<file path="config.mk">
export PLATFORM = sky130hd
export DESIGN_NAME = line_junction_classifier_fsm_flat
export DESIGN_NICKNAME = d
export VERILOG_FILES = /design/src/design/ljc_pkg.sv /design/src/design/ljc_sensor_if.sv /design/src/design/ljc_path_if.sv /design/src/design/ljc_classify.sv /design/src/design/line_junction_classifier_fsm.sv /design/src/flat_wrapper.sv
export VERILOG_INCLUDE_DIRS = /design/src /design/src/design
export SDC_FILE = /design/constraint.sdc
export NUM_CORES = 1
export LEC_CHECK = 0
export ABC_AREA = 1
export BUFFER_PORTS_ARGS = -buffer_cell sky130_fd_sc_hd__buf_4
export CAP_MARGIN = 20
export CORE_MARGIN = 1.5
export CORE_UTILIZATION = 50
export CTS_CLUSTER_SIZE = 16
export DETAILED_ROUTE_END_ITERATION = 8
export HOLD_SLACK_MARGIN = 0.08
export PLACE_DENSITY = 0.74
export SETUP_SLACK_MARGIN = 0.1
export SLEW_MARGIN = 20
export SYNTH_ARGS = -nofsm -noshare
export SYNTH_HDL_FRONTEND = slang
export SYNTH_SLANG_ARGS = --single-unit
</file>
<file path="constraint.sdc">
create_clock -name clk_i -period 2.1 [get_ports clk_i]
set_input_delay 0.315 -clock clk_i [delete_from_list [all_inputs] [get_ports clk_i]]
set_output_delay 0.315 -clock clk_i [all_outputs]
set_load 0.01 [all_outputs]
</file>
<file path="src/design/line_junction_classifier_fsm_macros.svh">
// Assertion macros for the line junction classifier.
`ifndef LINE_JUNCTION_CLASSIFIER_FSM_MACROS_SVH
`define LINE_JUNCTION_CLASSIFIER_FSM_MACROS_SVH

`ifndef ASSERT_OFF
`define LJC_ASSERT(lbl, prop, msg) \
  lbl: assert property (@(posedge clk_i) disable iff (!rst_ni) (prop)) else $error(msg);
`define LJC_ASSERT_IMP(lbl, ante, cons, msg) \
  lbl: assert property (@(posedge clk_i) disable iff (!rst_ni) (ante) |-> (cons)) \
    else $error(msg);
`else
`define LJC_ASSERT(lbl, prop, msg)
`define LJC_ASSERT_IMP(lbl, ante, cons, msg)
`endif

`endif

</file>
<file path="src/design/ljc_pkg.sv">
// Types and constants shared by the line junction classifier.
package ljc_pkg;

  parameter int unsigned CONFIRM_TICKS = 2;
  parameter int unsigned WAIT_W        = $clog2(CONFIRM_TICKS + 2);
  parameter logic [WAIT_W-1:0] CONFIRM_LAST = WAIT_W'(CONFIRM_TICKS);

  parameter int unsigned SPEED_W   = 8;
  parameter int unsigned CODE_W    = 4;
  parameter int unsigned MODE_W    = 2;
  parameter int unsigned CFG_IDX_W = 2;

  typedef enum logic [CODE_W-1:0] {
    PATH_NONE     = 4'd0,
    PATH_STRAIGHT = 4'd1,
    PATH_EXPECT   = 4'd2,
    PATH_CONFIRM  = 4'd3,
    PATH_LEFT     = 4'd4,
    PATH_RIGHT    = 4'd5,
    PATH_DEAD     = 4'd6,
    PATH_T        = 4'd7,
    PATH_LBRANCH  = 4'd8,
    PATH_RBRANCH  = 4'd9,
    PATH_CROSS    = 4'd10,
    PATH_PENDING  = 4'd11
  } path_e;

  typedef enum logic [MODE_W-1:0] {
    MODE_OTHER      = 2'd0,
    MODE_TURN_RIGHT = 2'd1,
    MODE_TURN_LEFT  = 2'd2,
    MODE_SPARE      = 2'd3
  } mode_e;

  typedef enum logic [CFG_IDX_W-1:0] {
    CFG_CONFIRMING_SPEED = 2'd0,
    CFG_EXPECTING_SPEED  = 2'd1,
    CFG_DEFAULT_SPEED    = 2'd2
  } cfg_reg_e;

  typedef struct packed {
    logic              right_side;
    logic              left_side;
    logic              right_ahead;
    logic              left_ahead;
    logic              centre_line;
    logic [MODE_W-1:0] motion_mode;
  } ljc_in_t;

  typedef struct packed {
    logic               go_forward;
    logic               go_left;
    logic               go_right;
    logic [SPEED_W-1:0] speed;
    logic [CODE_W-1:0]  path_code;
  } ljc_out_t;

  typedef struct packed {
    path_e             present;
    path_e             queued;
    logic [WAIT_W-1:0] wait_cnt;
    logic              right_seen;
    logic              left_seen;
  } ljc_state_t;

  typedef struct packed {
    logic [SPEED_W-1:0] confirming;
    logic [SPEED_W-1:0] expecting;
    logic [SPEED_W-1:0] fallback;
  } ljc_speed_t;

endpackage

</file>
<file path="src/design/ljc_sensor_if.sv">
// Sensor sample channel: valid/ready plus the five line bits and motion mode.
interface ljc_sensor_if;
  import ljc_pkg::*;

  logic              valid;
  logic              ready;
  logic              right_side;
  logic              left_side;
  logic              right_ahead;
  logic              left_ahead;
  logic              centre_line;
  logic [MODE_W-1:0] motion_mode;

  modport source (
    output valid, right_side, left_side, right_ahead, left_ahead, centre_line,
           motion_mode,
    input  ready
  );

  modport sink (
    input  valid, right_side, left_side, right_ahead, left_ahead, centre_line,
           motion_mode,
    output ready
  );
endinterface

</file>
<file path="src/design/ljc_path_if.sv">
// Path result channel: valid/ready plus directions, speed and path code.
interface ljc_path_if;
  import ljc_pkg::*;

  logic               valid;
  logic               ready;
  logic               go_forward;
  logic               go_left;
  logic               go_right;
  logic [SPEED_W-1:0] speed;
  logic [CODE_W-1:0]  path_code;

  modport source (
    output valid, go_forward, go_left, go_right, speed, path_code,
    input  ready
  );

  modport sink (
    input  valid, go_forward, go_left, go_right, speed, path_code,
    output ready
  );
endinterface

</file>
<file path="src/design/ljc_classify.sv">
// Path classification: next state and result for one sensor beat.
module ljc_classify (
  input  ljc_pkg::ljc_state_t state_i,
  input  ljc_pkg::ljc_in_t    item_i,
  input  ljc_pkg::ljc_speed_t speed_i,
  output ljc_pkg::ljc_state_t state_o,
  output ljc_pkg::ljc_out_t   result_o
);
  import ljc_pkg::*;

  logic              ahead;
  logic              leave;
  path_e             p1_path;
  path_e             q1_path;
  path_e             p2_path;
  path_e             q2_path;
  path_e             decision;
  logic [WAIT_W-1:0] wait_inc;
  logic              rseen_nx;
  logic              lseen_nx;

  assign ahead = item_i.right_ahead | item_i.left_ahead;

  // ahead sensors that end a held path, gated by turn direction
  always_comb begin
    unique case (mode_e'(item_i.motion_mode))
      MODE_TURN_RIGHT: leave = item_i.right_ahead;
      MODE_TURN_LEFT:  leave = item_i.left_ahead;
      default:         leave = ahead;
    endcase
  end

  // first pass: classify or leave
  always_comb begin
    p1_path = state_i.present;
    q1_path = state_i.queued;
    if (state_i.queued == PATH_NONE && state_i.present != PATH_CONFIRM) begin
      if (ahead) begin
        priority if (item_i.right_side && item_i.left_side) p1_path = PATH_CROSS;
        else if (item_i.right_side)                         p1_path = PATH_RBRANCH;
        else if (item_i.left_side)                          p1_path = PATH_LBRANCH;
        else                                                p1_path = PATH_STRAIGHT;
      end else begin
        p1_path = PATH_EXPECT;
      end
    end else if (leave) begin
      p1_path = PATH_STRAIGHT;
      q1_path = PATH_NONE;
    end
  end

  assign wait_inc = (state_i.wait_cnt <= CONFIRM_LAST) ?
                    state_i.wait_cnt + WAIT_W'(1) : state_i.wait_cnt;
  assign rseen_nx = state_i.right_seen | item_i.right_side;
  assign lseen_nx = state_i.left_seen | item_i.left_side;

  always_comb begin
    priority if (ahead) begin
      priority if (rseen_nx && lseen_nx) decision = PATH_CROSS;
      else if (rseen_nx)                 decision = PATH_RBRANCH;
      else if (lseen_nx)                 decision = PATH_LBRANCH;
      else                               decision = PATH_CONFIRM;
    end else begin
      priority if (rseen_nx && lseen_nx) decision = PATH_T;
      else if (rseen_nx)                 decision = PATH_RIGHT;
      else if (lseen_nx)                 decision = PATH_LEFT;
      else                               decision = PATH_CONFIRM;
    end
  end

  // next state
  always_comb begin
    p2_path          = p1_path;
    q2_path          = q1_path;
    state_o.wait_cnt   = state_i.wait_cnt;
    state_o.right_seen = state_i.right_seen;
    state_o.left_seen  = state_i.left_seen;
    unique case (p1_path)
      PATH_EXPECT: begin
        priority if (item_i.right_side && item_i.left_side) begin
          q2_path = PATH_T;
        end else if (item_i.right_side) begin
          p2_path            = PATH_CONFIRM;
          state_o.right_seen = 1'b1;
        end else if (item_i.left_side) begin
          p2_path           = PATH_CONFIRM;
          state_o.left_seen = 1'b1;
        end else if (!item_i.centre_line && !ahead) begin
          q2_path = PATH_DEAD;
        end
      end
      PATH_CONFIRM: begin
        if (wait_inc > CONFIRM_LAST) begin
          q2_path            = decision;
          state_o.wait_cnt   = '0;
          state_o.right_seen = 1'b0;
          state_o.left_seen  = 1'b0;
        end else begin
          state_o.wait_cnt   = wait_inc;
          state_o.right_seen = rseen_nx;
          state_o.left_seen  = lseen_nx;
        end
      end
      PATH_T, PATH_LBRANCH, PATH_RBRANCH, PATH_CROSS: begin
        q2_path = PATH_PENDING;
      end
      default: begin
      end
    endcase
    state_o.queued  = q2_path;
    state_o.present = (q2_path != PATH_NONE) ? q2_path : p2_path;
  end

  // outputs
  always_comb begin
    result_o.go_forward = 1'b0;
    result_o.go_left    = 1'b0;
    result_o.go_right   = 1'b0;
    unique case (p1_path)
      PATH_STRAIGHT, PATH_EXPECT, PATH_CONFIRM: result_o.go_forward = 1'b1;
      PATH_LEFT:  result_o.go_left  = 1'b1;
      PATH_RIGHT: result_o.go_right = 1'b1;
      PATH_T: begin
        result_o.go_left  = 1'b1;
        result_o.go_right = 1'b1;
      end
      PATH_LBRANCH: begin
        result_o.go_forward = 1'b1;
        result_o.go_left    = 1'b1;
      end
      PATH_RBRANCH: begin
        result_o.go_forward = 1'b1;
        result_o.go_right   = 1'b1;
      end
      PATH_CROSS: begin
        result_o.go_forward = 1'b1;
        result_o.go_left    = 1'b1;
        result_o.go_right   = 1'b1;
      end
      default: begin
      end
    endcase
    unique case (p2_path)
      PATH_CONFIRM: result_o.speed = speed_i.confirming;
      PATH_EXPECT:  result_o.speed = speed_i.expecting;
      default:      result_o.speed = speed_i.fallback;
    endcase
    result_o.path_code = p2_path;
  end

endmodule

</file>
<file path="src/design/line_junction_classifier_fsm.sv">
// Line junction classifier top level: beat registers, state, speed registers.
//
//   channel    dir   handshake       beat
//   sensor_i   in    valid / ready   five line bits, motion mode
//   path_o     out   valid / ready   go_forward/left/right, speed, path code
//   cfg        in    cfg_we_i        cfg_idx_i, cfg_wdata_i
//
// One beat per cycle sustained while path_o is ready; a taken beat passes to
// path_o through the input register, classify logic and result register.
// The classify state advances once per beat, when it moves to the result register.
// Reset clears state, speed registers and both valid flags; no sweep needed.
// A stalled path_o holds its beat while one more sensor beat is taken.
`include "line_junction_classifier_fsm_macros.svh"

module line_junction_classifier_fsm (
  input  logic                            clk_i,
  input  logic                            rst_ni,
  ljc_sensor_if.sink                      sensor_i,
  ljc_path_if.source                      path_o,
  input  logic                            cfg_we_i,
  input  logic [ljc_pkg::CFG_IDX_W-1:0]   cfg_idx_i,
  input  logic [ljc_pkg::SPEED_W-1:0]     cfg_wdata_i
);
  import ljc_pkg::*;

  ljc_in_t    in_q;
  logic       in_vld_q;
  ljc_out_t   out_q;
  ljc_out_t   out_d;
  logic       out_vld_q;
  ljc_state_t state_q;
  ljc_state_t state_d;
  ljc_speed_t speed_q;
  logic       adv;
  logic       in_take;

  assign adv     = in_vld_q & (~out_vld_q | path_o.ready);
  assign in_take = sensor_i.valid & sensor_i.ready;

  assign sensor_i.ready = ~in_vld_q | adv;

  always_ff @(posedge clk_i or negedge rst_ni) begin
    if (!rst_ni) begin
      in_vld_q  <= 1'b0;
      out_vld_q <= 1'b0;
    end else begin
      if (in_take) begin
        in_vld_q <= 1'b1;
      end else if (adv) begin
        in_vld_q <= 1'b0;
      end
      if (adv) begin
        out_vld_q <= 1'b1;
      end else if (path_o.ready) begin
        out_vld_q <= 1'b0;
      end
    end
  end

  always_ff @(posedge clk_i) begin
    if (in_take) begin
      in_q <= '{right_side:  sensor_i.right_side,
                left_side:   sensor_i.left_side,
                right_ahead: sensor_i.right_ahead,
                left_ahead:  sensor_i.left_ahead,
                centre_line: sensor_i.centre_line,
                motion_mode: sensor_i.motion_mode};
    end
    if (adv) begin
      out_q <= out_d;
    end
  end

  always_ff @(posedge clk_i or negedge rst_ni) begin
    if (!rst_ni) begin
      state_q <= '{present: PATH_NONE, queued: PATH_NONE, wait_cnt: '0,
                   right_seen: 1'b0, left_seen: 1'b0};
    end else if (adv) begin
      state_q <= state_d;
    end
  end

  always_ff @(posedge clk_i or negedge rst_ni) begin
    if (!rst_ni) begin
      speed_q <= '0;
    end else if (cfg_we_i) begin
      unique case (cfg_reg_e'(cfg_idx_i))
        CFG_CONFIRMING_SPEED: speed_q.confirming <= cfg_wdata_i;
        CFG_EXPECTING_SPEED:  speed_q.expecting  <= cfg_wdata_i;
        CFG_DEFAULT_SPEED:    speed_q.fallback   <= cfg_wdata_i;
        default: begin
        end
      endcase
    end
  end

  ljc_classify u_classify (
    .state_i  (state_q),
    .item_i   (in_q),
    .speed_i  (speed_q),
    .state_o  (state_d),
    .result_o (out_d)
  );

  assign path_o.valid      = out_vld_q;
  assign path_o.go_forward = out_q.go_forward;
  assign path_o.go_left    = out_q.go_left;
  assign path_o.go_right   = out_q.go_right;
  assign path_o.speed      = out_q.speed;
  assign path_o.path_code  = out_q.path_code;

  `LJC_ASSERT(a_wait_bound, state_q.wait_cnt <= CONFIRM_LAST, "confirm wait count overran")
  `LJC_ASSERT_IMP(a_queue_taken, state_q.queued != PATH_NONE,
                  state_q.present == state_q.queued, "queued path not taken over")
  `LJC_ASSERT(a_adv_loads, adv |=> out_vld_q, "advanced beat lost")
  `LJC_ASSERT_IMP(a_cross_dirs, out_vld_q && out_q.path_code == PATH_CROSS,
                  out_q.go_forward && out_q.go_left && out_q.go_right,
                  "crossroad without all directions")
  `LJC_ASSERT_IMP(a_straight_dirs, out_vld_q && out_q.path_code == PATH_STRAIGHT,
                  out_q.go_forward && !out_q.go_left && !out_q.go_right,
                  "straight with side direction")

endmodule
</file>
<file path="src/flat_wrapper.sv">
// flat-port wrapper written by rule: the top's interface ports become plain ports
module line_junction_classifier_fsm_flat import ljc_pkg::*;
  (clk_i, rst_ni, cfg_we_i, cfg_idx_i, cfg_wdata_i, sensor_i_valid, sensor_i_right_side, sensor_i_left_side, sensor_i_right_ahead, sensor_i_left_ahead, sensor_i_centre_line, sensor_i_motion_mode, sensor_i_ready, path_o_valid, path_o_go_forward, path_o_go_left, path_o_go_right, path_o_speed, path_o_path_code, path_o_ready);
  ljc_sensor_if sensor_i_i ();
  ljc_path_if path_o_i ();
  input  logic clk_i;
  input  logic rst_ni;
  input  logic cfg_we_i;
  input  logic [ljc_pkg::CFG_IDX_W-1:0] cfg_idx_i;
  input  logic [ljc_pkg::SPEED_W-1:0] cfg_wdata_i;
  input wire logic [$bits(sensor_i_i.valid)-1:0] sensor_i_valid;
  input wire logic [$bits(sensor_i_i.right_side)-1:0] sensor_i_right_side;
  input wire logic [$bits(sensor_i_i.left_side)-1:0] sensor_i_left_side;
  input wire logic [$bits(sensor_i_i.right_ahead)-1:0] sensor_i_right_ahead;
  input wire logic [$bits(sensor_i_i.left_ahead)-1:0] sensor_i_left_ahead;
  input wire logic [$bits(sensor_i_i.centre_line)-1:0] sensor_i_centre_line;
  input wire logic [$bits(sensor_i_i.motion_mode)-1:0] sensor_i_motion_mode;
  output wire logic [$bits(sensor_i_i.ready)-1:0] sensor_i_ready;
  output wire logic [$bits(path_o_i.valid)-1:0] path_o_valid;
  output wire logic [$bits(path_o_i.go_forward)-1:0] path_o_go_forward;
  output wire logic [$bits(path_o_i.go_left)-1:0] path_o_go_left;
  output wire logic [$bits(path_o_i.go_right)-1:0] path_o_go_right;
  output wire logic [$bits(path_o_i.speed)-1:0] path_o_speed;
  output wire logic [$bits(path_o_i.path_code)-1:0] path_o_path_code;
  input wire logic [$bits(path_o_i.ready)-1:0] path_o_ready;
  assign sensor_i_i.valid = sensor_i_valid;
  assign sensor_i_i.right_side = sensor_i_right_side;
  assign sensor_i_i.left_side = sensor_i_left_side;
  assign sensor_i_i.right_ahead = sensor_i_right_ahead;
  assign sensor_i_i.left_ahead = sensor_i_left_ahead;
  assign sensor_i_i.centre_line = sensor_i_centre_line;
  assign sensor_i_i.motion_mode = sensor_i_motion_mode;
  assign sensor_i_ready = sensor_i_i.ready;
  assign path_o_valid = path_o_i.valid;
  assign path_o_go_forward = path_o_i.go_forward;
  assign path_o_go_left = path_o_i.go_left;
  assign path_o_go_right = path_o_i.go_right;
  assign path_o_speed = path_o_i.speed;
  assign path_o_path_code = path_o_i.path_code;
  assign path_o_i.ready = path_o_ready;
  line_junction_classifier_fsm u_core (.clk_i(clk_i), .rst_ni(rst_ni), .sensor_i(sensor_i_i), .path_o(path_o_i), .cfg_we_i(cfg_we_i), .cfg_idx_i(cfg_idx_i), .cfg_wdata_i(cfg_wdata_i));
endmodule
</file>
; Word-level counts from Yosys, hierarchy flattened
; Cells that the tools add are included.
[totals]
regBits = 60
inputBits = 22
out_inout_bits = 17
word_cells = 117
[op_classes]
n_addsub = 1
magnitude_cmp = 2
n_eq_ne = 20
mux = 42
n_bitwise = 9
n_reduce_logical = 22
[op_table]
columns = operator, n
row1 = two-way mux 4 bit, 23
row2 = == test 4 x 2 -> 1 bit (second input constant), 4
row3 = case mux 8 bit (2 select lines), 1
row4 = == test 4 x 3 -> 1 bit (second input constant), 3
row5 = == test 4 bit (second input constant), 3
row6 = case mux 4 bit (3 select lines), 1
row7 = OR reduction 4 bit, 3
row8 = two-way mux 1 bit, 10
row9 = two-way mux 3 bit, 3
row10 = AND reduction 2 bit, 4
row11 = nonzero test 2 bit, 3
row12 = OR reduction 6 bit, 1
row13 = OR 1 bit, 5
row14 = AND reduction 5 bit, 1
row15 = == test 2 x 1 -> 1 bit (second input constant), 2
row16 = == test 2 bit (second input constant), 2
row17 = == test 4 x 1 -> 1 bit (second input constant), 1
row18 = logical AND 1 bit, 4
row19 = logical NOT 4 bit, 1
row20 = two-way mux 2 bit, 2
row21 = != test 2 x 1 -> 1 bit (second input constant), 2
row22 = != test 2 bit (second input constant), 2
row23 = != test 4 x 2 -> 1 bit (second input constant), 1
row24 = case mux 2 bit (2 select lines), 1
row25 = other kinds (10), 13

; Longest topological paths before layout
; Gate-level depths: netlist of the first run.
[depth]
word_depth = 11
ltp_mapped = 17
ltp_nobuf = 17

; Cells and area by module
; From an unflattened synthesis of the first run, not the netlist that was laid out.
[unflattened]
hier_cells = 387
hier_area_um2 = 3342.0
[modules_own_cells]
columns = mod, n_inst, cells_per_inst, area_each_um2, seq_area_each_um2
row1 = line_junction_classifier_fsm, 1, 191, 2265.9, 1611.5
row2 = ljc_classify, 1, 196, 1076.0, 0.0

; Worst setup path before layout of the first run
; OpenSTA, ideal clock, no wires.
[synth_path]
kind = reg2reg
startpoint = register u_core.in_q[0] in the netlist's numbering
endpoint = register u_core.out_q, in the netlist u_core.path_o.speed[0] (data pin)
setup_time_ns = 0.259
arrival_ns = 1.695
t_required_ns = 1.841
slack_ns = 0.147
stages_incl_launch_ff = 15
n_path_buf = 0
period_less_slack_ns = 1.953
path_cell_list = edfxtp_1 inv_1 ha_1 inv_1 nand3_2 nand2_4 nand3_1 nand2_2 nor2_8 nand4_2 nand2_2 nand2_1 clkinv_2 nand2_1 nand3_1
[synth_rtl]
columns = item, line_no
row1 = "start, declared", line_junction_classifier_fsm.sv:26  ; ljc_in_t in_q;
row2 = "start signal, assigned", line_junction_classifier_fsm.sv:62  ; in_q <= '{right_side: sensor_i.right_side,
row3 = "end signal, assigned", line_junction_classifier_fsm.sv:70  ; out_q <= out_d;
row4 = "end, declared", line_junction_classifier_fsm.sv:28  ; ljc_out_t out_q;

; Worst setup path in the final report of the first run
[layout_path]
startpoint = register u_core.in_q[1] in the netlist's numbering
endpoint = register u_core.state_q[8] in the netlist's numbering
[layout_via]
elab_chain_len = 11
word_cells_on_any_way = 26
classes_between = eq/ne (8) / mux (16) / reduce/logical (2)
[layout_lines]
columns = item, line_no
row1 = == test 2 bit or == test 2 x 1 -> 1 bit (tied branches), ljc_classify.sv:26  ; unique case (mode_e'(item_i.motion_mode))
row2 = case mux 1 bit (2 select lines) *, ljc_classify.sv:26
row3 = two-way mux 4 bit, ljc_classify.sv:46  ; end else if (leave) begin
row4 = two-way mux 4 bit, ljc_classify.sv:37  ; if (state_i.queued == PATH_NONE && state_i.present != PATH_CONFIRM) begin
row5 = two-way mux 4 bit, ljc_classify.sv:88  ; end else if (!item_i.centre_line && !ahead) begin
row6 = two-way mux 4 bit, ljc_classify.sv:85  ; end else if (item_i.left_side) begin
row7 = two-way mux 4 bit, ljc_classify.sv:82  ; end else if (item_i.right_side) begin
row8 = two-way mux 4 bit, ljc_classify.sv:80  ; priority if (item_i.right_side && item_i.left_side) begin
row9 = case mux 4 bit (3 select lines), ljc_classify.sv:78  ; unique case (p1_path)
row10 = nonzero test 4 bit, ljc_classify.sv:111  ; state_o.present = (q2_path != PATH_NONE) ? q2_path : p2_path;
row11 = two-way mux 4 bit *, ljc_classify.sv:111
row12 = "end signal, assigned", line_junction_classifier_fsm.sv:76  ; state_q <= '{present: PATH_NONE, queued: PATH_NONE, wait_cnt: '0,
row13 = "end signal, assigned", line_junction_classifier_fsm.sv:79  ; state_q <= state_d;
row14 = "end, declared", line_junction_classifier_fsm.sv:31  ; ljc_state_t state_q;
; Every way passes the cells marked *; elsewhere a longest branch is shown, timed or not.
; A chain may end at the register's enable or synchronous reset.

==> flow_summary_export.csv, run 1 <==
group,metric,value,unit
logic_synthesis,synthFlopType,"dfrtp_1",
final_layout,drive_gt1_share,30.14,%
setup_path,crit_top_cell,"nand2_1",
pwr,swShare,42.05,%
timing,finalHoldViolations,0,
logic_synthesis,synth.area.top_cells,"dfrtp_1, edfxtp_1, nand2_1, o21ai_0, inv_1",
pwr,power,5.325,mW
placement,placed_cell_area,3556,um2
setup_path,r2r_end,"u_core.state_q[8]",
drt,wl_per_cell,14.05,um
pwr,intPower,3.085,mW
setup_path,endpoint_kind,"flop",
hold_path,whs_path_depth,1,
cts,root_buffer,"clkbuf_8",
timing,setup_slack,0.07042,ns
drt,vias_per_cell,5.217,
setup_path,critPathLaunchType,"flop",
floorplan,ios,39,
final_layout,final_cell_area,3889,um2
timing,setup_viol,0,
setup_path,critPathSlowestCell,"edfxtp_1",
setup_path,cp_cell_sequence,"ha_4, inv_2, nand3_2, nand2_4, nand2_4, nor2_8, inv_4, nand3_4, buf_12, nand4_1, nand2_1, nand2_1, inv_1, nand3_1, nand2_1",
flow_run,max_cap_viol_count,0,
logic_synthesis,seq_area_frac_synth,51.48,%
logic_synthesis,yosysWarningCount,0,
final_layout,regArea,1613,um2
cts,ctsHtreeMaxLevel,3,
global_route,grt_antenna_before_repair,0,
timing,max_freq,492.7,MHz
cts,clock_sinks,60,
cts,clk_path_buf_depth,2,
setup_path,max_stage_delay,0.43,ns
timing,post-route-period-util,96.65,%
setup_path,crit_arrival,2.31,ns
setup_path,crit_required,2.38,ns
placement,port_buffers,38,
logic_synthesis,yosys_register_bits,60,
global_route,grt_start_max_net_pins,39,
setup_path,cp_max_fo,6,
drt,routed_wl,6926,um
cts,cts_tree,"yes",
pwr,net-switching-power,2.239,mW
timing,slew_viol_final,0,
hold_path,holdPathEnd,"u_core.in_q[5]",
setup_path,crit_family,"simple AND/OR/NAND/NOR gates",
global_route,grt_pass1_vias,2404,
floorplan,die_w,82.13,um
logic_synthesis,syn_nets,384,
drt,dr.pass1.iters,5,
floorplan,die-height,82.13,um
floorplan,start_util,52.26,%
logic_synthesis,synth_edf_count,22,
drt,drc_errors,0,
cts,clkTransAtPathRegs,0.06,ns
logic_synthesis,yosysMostFrequentCell,"nand2_1",
pwr,pwr-share-clk,18.3,%
timing,worst_pin_slew,0.7295,ns
global_route,grt_usage,22.47,%
global_route,grt-ovfl-total,0,
final_layout,n_fill_cell,485,
timing,final.setup.tns,0,ns
final_layout,final_nets,440,
logic_synthesis,syn_inst,357,
floorplan,core_area,5991,um2
logic_synthesis,post-synth-top-area-fraction,30.38,%
setup_path,r2r_slack,0.07,ns
pwr,seq_power_share,33.8,%
drt,vias,2572,
logic_synthesis,synthArstFlopShare,63.33,%
timing,grt_setup_unrepaired,"yes",
placement,hpwlAfterDp,5020,um
pwr,pwr_density_cell,1369,nW/um2
logic_synthesis,yosysUniqueCellTypes,31,
placement,dp_slack,-0.04101,ns
setup_path,reg2reg_from,"u_core.in_q[1]",
logic_synthesis,synth_area_per_cell,8.769,um2
logic_synthesis,synth_common_cells,"nand2_1, inv_1, dfrtp_1, o21ai_0, nand3_1",
setup_path,critPathBufInv,4,
logic_synthesis,yosys.area.top_type,"dfrtp_1",
status,status,"complete, no violations",
drt,drt_first_iter_violations,185,
final_layout,multi_input_area,1406,um2
drt,ant_nets,0,
final_layout,area.growth.synth_to_final,24.22,%
global_route,grt_pass1_wl,11020,um
placement,place.gp.congestion,0.9017,
floorplan,core.rowCount,28,
floorplan,die_area,6745,um2
pwr,ir_drop,817.2,uV
cts,cts_buffers,9,
hold_path,hold_path.class,"in2reg",
timing,max-slew-margin-rel,51.31,%
setup_path,path_class,"reg2reg",
final_layout,antenna_cells,0,
pwr,p_leak,1.878,nW
timing,skew,0.01052,ns
logic_synthesis,netlist_area,3131,um2
hold_path,min_from,"sensor_i_left_side",
cts,clk_latency,0.34,ns
setup_path,reg2reg_depth,15,
timing,fin_crit,2.030,ns
pwr,power_frac_comb,47.9,%
-- area by class of cell --
class,instances,area share [%]
Sequential cell,60,41.47
Clock inverter,4,0.5792
Tap cell,75,2.413
Multi-Input combinational cell,245,36.16
Inverter,47,4.730
Timing Repair Buffer,50,10.36
Clock buffer,12,4.279
-- how the worst max path moves through the flow --
stage                                   to  cells after the start            from  slack, ns
global placement    u_core.path_o.speed[5]                     13  u_core.in_q[0]       0.04
detailed placement  u_core.path_o.speed[2]                     14  u_core.in_q[0]      -0.04
finish                   u_core.state_q[8]                     15  u_core.in_q[1]       0.07
floorplan           u_core.path_o.speed[0]                     14  u_core.in_q[0]       0.15
CTS                 u_core.path_o.speed[2]                     13  u_core.in_q[0]       0.06
global route        u_core.path_o.speed[7]                     12  u_core.in_q[1]      -0.07
-- sequential cells by signal (all words and copies together), names as in the netlist --
signal / cells
u_core.path_o.go_left: 1
u_core.path_o.go_right: 1
u_core.in_vld_q: 1
u_core.path_o.valid: 1
u_core.speed_q: 24
u_core.state_q: 12
u_core.path_o.path_code: 4
u_core.path_o.speed: 8
u_core.in_q: 7
u_core.path_o.go_forward: 1
-- per-stage QoR --
step                      hold slack, ns  cells  utilization, %
final                             0.1520    493           64.91
after global routing              0.1367    493           64.91
after CTS                         0.1410    492           63.93
after detailed placement          0.3012    473           59.36
after global placement            0.3107    473           59.36
after floorplan                  0.01941    357               -
-- worst register-to-register path, delay by kind of cell (launching register included) --
| family | cells | cell delay, ns |
|---|---|---|
| adder cells (fa/ha/maj) | 1 | 0.28 |
| buffers and inverters | 4 | 0.31 |
| flip-flops | 1 | 0.43 |
| AND/OR/NAND/NOR | 10 | 0.97 |
-- layer usage --
layer / track usage, % / vias to the layer above / wire (um)
li1: - / 1273 / -
met1: 29.79 / 1217 / 3177
met2: 34.84 / 70 / 3259
met3: 5.934 / 12 / 360
met4: 9.661 / 0 / 129
met5: 0 / - / 0
-- timing repair --
action | in CTS | in global routing
resized for setup | 17 | 15
setup endpoints to repair | 20 | 22
hold endpoints to repair | 38 | 0
pin swaps | 20 | 24
hold buffers | 1 | 0
gates cloned | 0 | 0
buffers inserted | 2 | 1
-- kinds of logic after synthesis --
logic type	count (synthesis)	synth area share [%]
AOI/OAI and AO/OA	52	9.233
adders and majority gates	5	1.998
buffers and inverters	52	6.514
DFF	60	51.48
and+or+nand+nor	188	30.78
-- power groups by stage --
stage	Sequential, mW	Combinational, mW	Clock (mW)
final	1.80	2.55	0.974
after global placement	1.80	2.18	0
after global routing	1.84	2.78	1.03
after floorplan	1.80	1.57	0
after CTS	1.79	2.40	0.982
after detailed placement	1.80	2.25	0
-- cell usage in the layout, fill, tap and decap left out, types with 7 or more instances in the layout --
cell type	instances
buf_4	47
clkbuf_8	10
dfrtp_1	37
edfxtp_1	22
inv_1	39
nand2_1	94
nand2_2	14
nand2_4	9
nand3_1	27
nand3_2	7
nor2_1	14
o21ai_0	32
o21ai_1	7
Note: power is estimated with default switching activity, not from simulation.
==> run 2, diff against run 1 <==
--- a/config.mk
+++ b/config.mk
@@ -6,7 +6,7 @@
 export SDC_FILE = /design/constraint.sdc
 export NUM_CORES = 1
 export LEC_CHECK = 0
-export ABC_AREA = 1
+export ABC_AREA = 0
 export BUFFER_PORTS_ARGS = -buffer_cell sky130_fd_sc_hd__buf_4
 export CAP_MARGIN = 20
 export CORE_MARGIN = 1.5
==> run 2 against run 1 <==
Compared with the run above: synthesized cell count down 32%; highest routed layer unchanged; fmax down 21%; clock power up 16%; the flow now finishes with violations (setup timing); critical path depth down 5.
==> flow_summary_export.csv, run 2 <==
group,metric,value,unit
status,status,"complete, but fails checks",
status,violations,"setup timing",
final_layout,area.growth.synth_to_final,43.96,%
drt,vias_per_cell,5.543,
final_layout,layout_commonest_cell,"buf_4",
global_route,grt_start_max_net_pins,39,
floorplan,ios,39,
pwr,ir_drop,830.7,uV
timing,final.setup.tns,-5.376,ns
logic_synthesis,yosysUniqueCellTypes,58,
drt,wl_per_cell,16.56,um
timing,setup_viol,23,
setup_path,crit_arrival,2.83,ns
timing,post-route-period-util,122.4,%
cts,clk_latency,0.34,ns
pwr,swShare,34.33,%
drt,dr.pass1.iters,4,
final_layout,antenna_cells,0,
floorplan,die_area,6373,um2
floorplan,core.rowCount,27,
setup_path,reg2reg_from,"u_core.in_q[0]",
timing,skew,0.007250,ns
floorplan,die_w,79.83,um
hold_path,hold_path.class,"in2reg",
setup_path,path_class,"reg2reg",
logic_synthesis,synthFlopType,"dfrtp_1",
setup_path,reg2reg_depth,10,
setup_path,cp-endpoint,"u_core.state_q[9]",
drt,vias,2339,
final_layout,drive_gt1_share,53.71,%
cts,cts_buffers,9,
timing,hold_ws,0.1439,ns
cts,root_buffer,"clkbuf_8",
logic_synthesis,yosysWarningCount,0,
setup_path,endpoint_kind,"flop",
final_layout,final_nets,372,
timing,grt_setup_unrepaired,"yes",
logic_synthesis,seq_area_frac_synth,54.60,%
timing,slew_viol_final,0,
floorplan,core_area,5608,um2
final_layout,final_cell_mix,"buf_4, dfrtp_1, mux2_2",
setup_path,r2r_slack,-0.47,ns
placement,hpwlAfterDp,4731,um
global_route,grt_pass1_wl,11160,um
timing,setup_slack,-0.4705,ns
timing,fin_crit,2.570,ns
logic_synthesis,synth.area.top_cells,"dfrtp_1, edfxtp_1, mux2_2, mux2i_1, nand2_1",
setup_path,crit_required,2.36,ns
final_layout,final_util,75.77,%
pwr,pwr_density_cell,1248,nW/um2
placement,place.gp.congestion,0.9368,
logic_synthesis,synth_common_cells,"dfrtp_1, mux2_2, nand2_1, edfxtp_1, o21ai_0",
logic_synthesis,yosys_register_bits,60,
logic_synthesis,yosysMostFrequentCell,"dfrtp_1",
pwr,pwr-share-clk,21.2,%
cts,ctsHtreeMaxLevel,3,
setup_path,r2r_end,"u_core.state_q[9]",
cts,clk_path_buf_depth,2,
logic_synthesis,syn_inst,241,
logic_synthesis,synth_area_per_cell,12.25,um2
cts,clock_sinks,60,
drt,drc_errors,0,
setup_path,cp_max_fo,4,
floorplan,start_util,52.63,%
placement,port_buffers,38,
global_route,grt_pass1_vias,2360,
pwr,intPower,3.482,mW
logic_synthesis,synth_edf_count,22,
drt,drt_first_iter_violations,121,
global_route,grt-ovfl-total,0,
cts,cts_tree,"yes",
final_layout,top_register,"u_core.speed_q",
floorplan,die-height,79.83,um
global_route,grt_usage,23.71,%
logic_synthesis,synthArstFlopShare,63.33,%
drt,ant_nets,0,
logic_synthesis,post-synth-top-area-fraction,32.22,%
pwr,net-switching-power,1.821,mW
cts,clkTransAtPathRegs,0.07,ns
timing,max-slew-margin-rel,64.27,%
setup_path,critPathLaunchType,"flop",
placement,dp_slack,-0.3910,ns
pwr,seq_power_share,32.4,%
logic_synthesis,yosys.area.top_type,"dfrtp_1",
logic_synthesis,syn_nets,268,
pwr,p_leak,1.825,nW
logic_synthesis,netlist_area,2952,um2
timing,finalHoldViolations,0,
pwr,power_frac_comb,46.4,%
drt,routed_wl,6990,um
global_route,grt_antenna_before_repair,0,
timing,worst_pin_slew,0.5343,ns
flow_run,max_cap_viol_count,0,
final_layout,largest_reg_flops,24,
timing,max_freq,389.0,MHz
setup_path,crit_start,"u_core.in_q[0]",
==> run 2: worst max-delay path, cell delays in order, from the launching register on <==
cell and delay, ns:
edfxtp_1 0.40, inv_2 0.09, ha_4 0.22, o21ai_4 0.21, buf_4 0.17, nand4_1 0.14
o21ai_1 0.24, or3_4 0.22, a2bb2oi_1 0.10, or4_4 0.53, o31ai_2 0.17
==> run 2: final cells by class <==
class	count	area [um2]
clock buffers	11	162.7
clock inverters	5	56.30
fillers	368	1359
inverters	9	36.28
multi-input cells	165	1500
flip-flops and latches	60	1612
well taps	72	90.09
repair buffers	100	792.0
==> run 2: stage by stage <==
step	area, um2	power [mW]	instances
CTS	4121	5.069	419
detailed placement	3759	3.737	392
finish	4249	5.303	422
global route	4249	5.575	422
global placement	3759	3.694	392
floorplan	3057	2.933	241
==> run 2: logic make-up after synthesis <==
family          after synthesis  synth area share (%)
xor+xnor                      1                0.2968
compound gates               50                 12.89
fa+ha+maj                     5                 2.120
buf+inv                      16                 2.374
flops                        60                 54.60
simple gates                 71                 13.69
mux                          38                 14.03
==> run 2: worst min-delay path by stage <==
stage                                    start           endpoint  slack (ns)  depth (start not counted)
after floorplan                         rst_ni    u_core.in_vld_q        0.02                          0
after global placement                  rst_ni  u_core.speed_q[0]        0.30                          1
after global routing      sensor_i_right_ahead     u_core.in_q[4]        0.13                          1
after CTS                  sensor_i_left_ahead     u_core.in_q[3]        0.13                          1
after detailed placement                rst_ni  u_core.speed_q[0]        0.31                          1
final                      sensor_i_left_ahead     u_core.in_q[3]        0.14                          1
==> run 2: timing repair <==
item                       in CTS  in global routing
hold endpoints to repair       38                  0
resized for setup              11                 29
buffers inserted               11                  4
setup endpoints to repair      24                 25
gates cloned                    0                  0
hold buffers                    1                  0
pin swaps                      10                  7
==> run 2: power groups by stage <==
stage	registers (mW)	logic, mW	clock network [mW]
2_1_floorplan	1.73	1.20	0
3_3_place_gp	1.72	1.97	0
3_5_place_dp	1.74	2.00	0
4_1_cts	1.71	2.21	1.15
5_1_grt	1.76	2.63	1.19
6_report	1.72	2.46	1.13
==> run 2: routing by layer <==
metal	track usage, %	part of all wire [%]	up-vias	wire, um
met1	29.88	43	1165	2998
met4	11.72	1.6	0	115
met2	39.24	51	58	3553
li1	-	-	1103	-
met3	4.229	4.6	13	323
met5	0	0	-	0
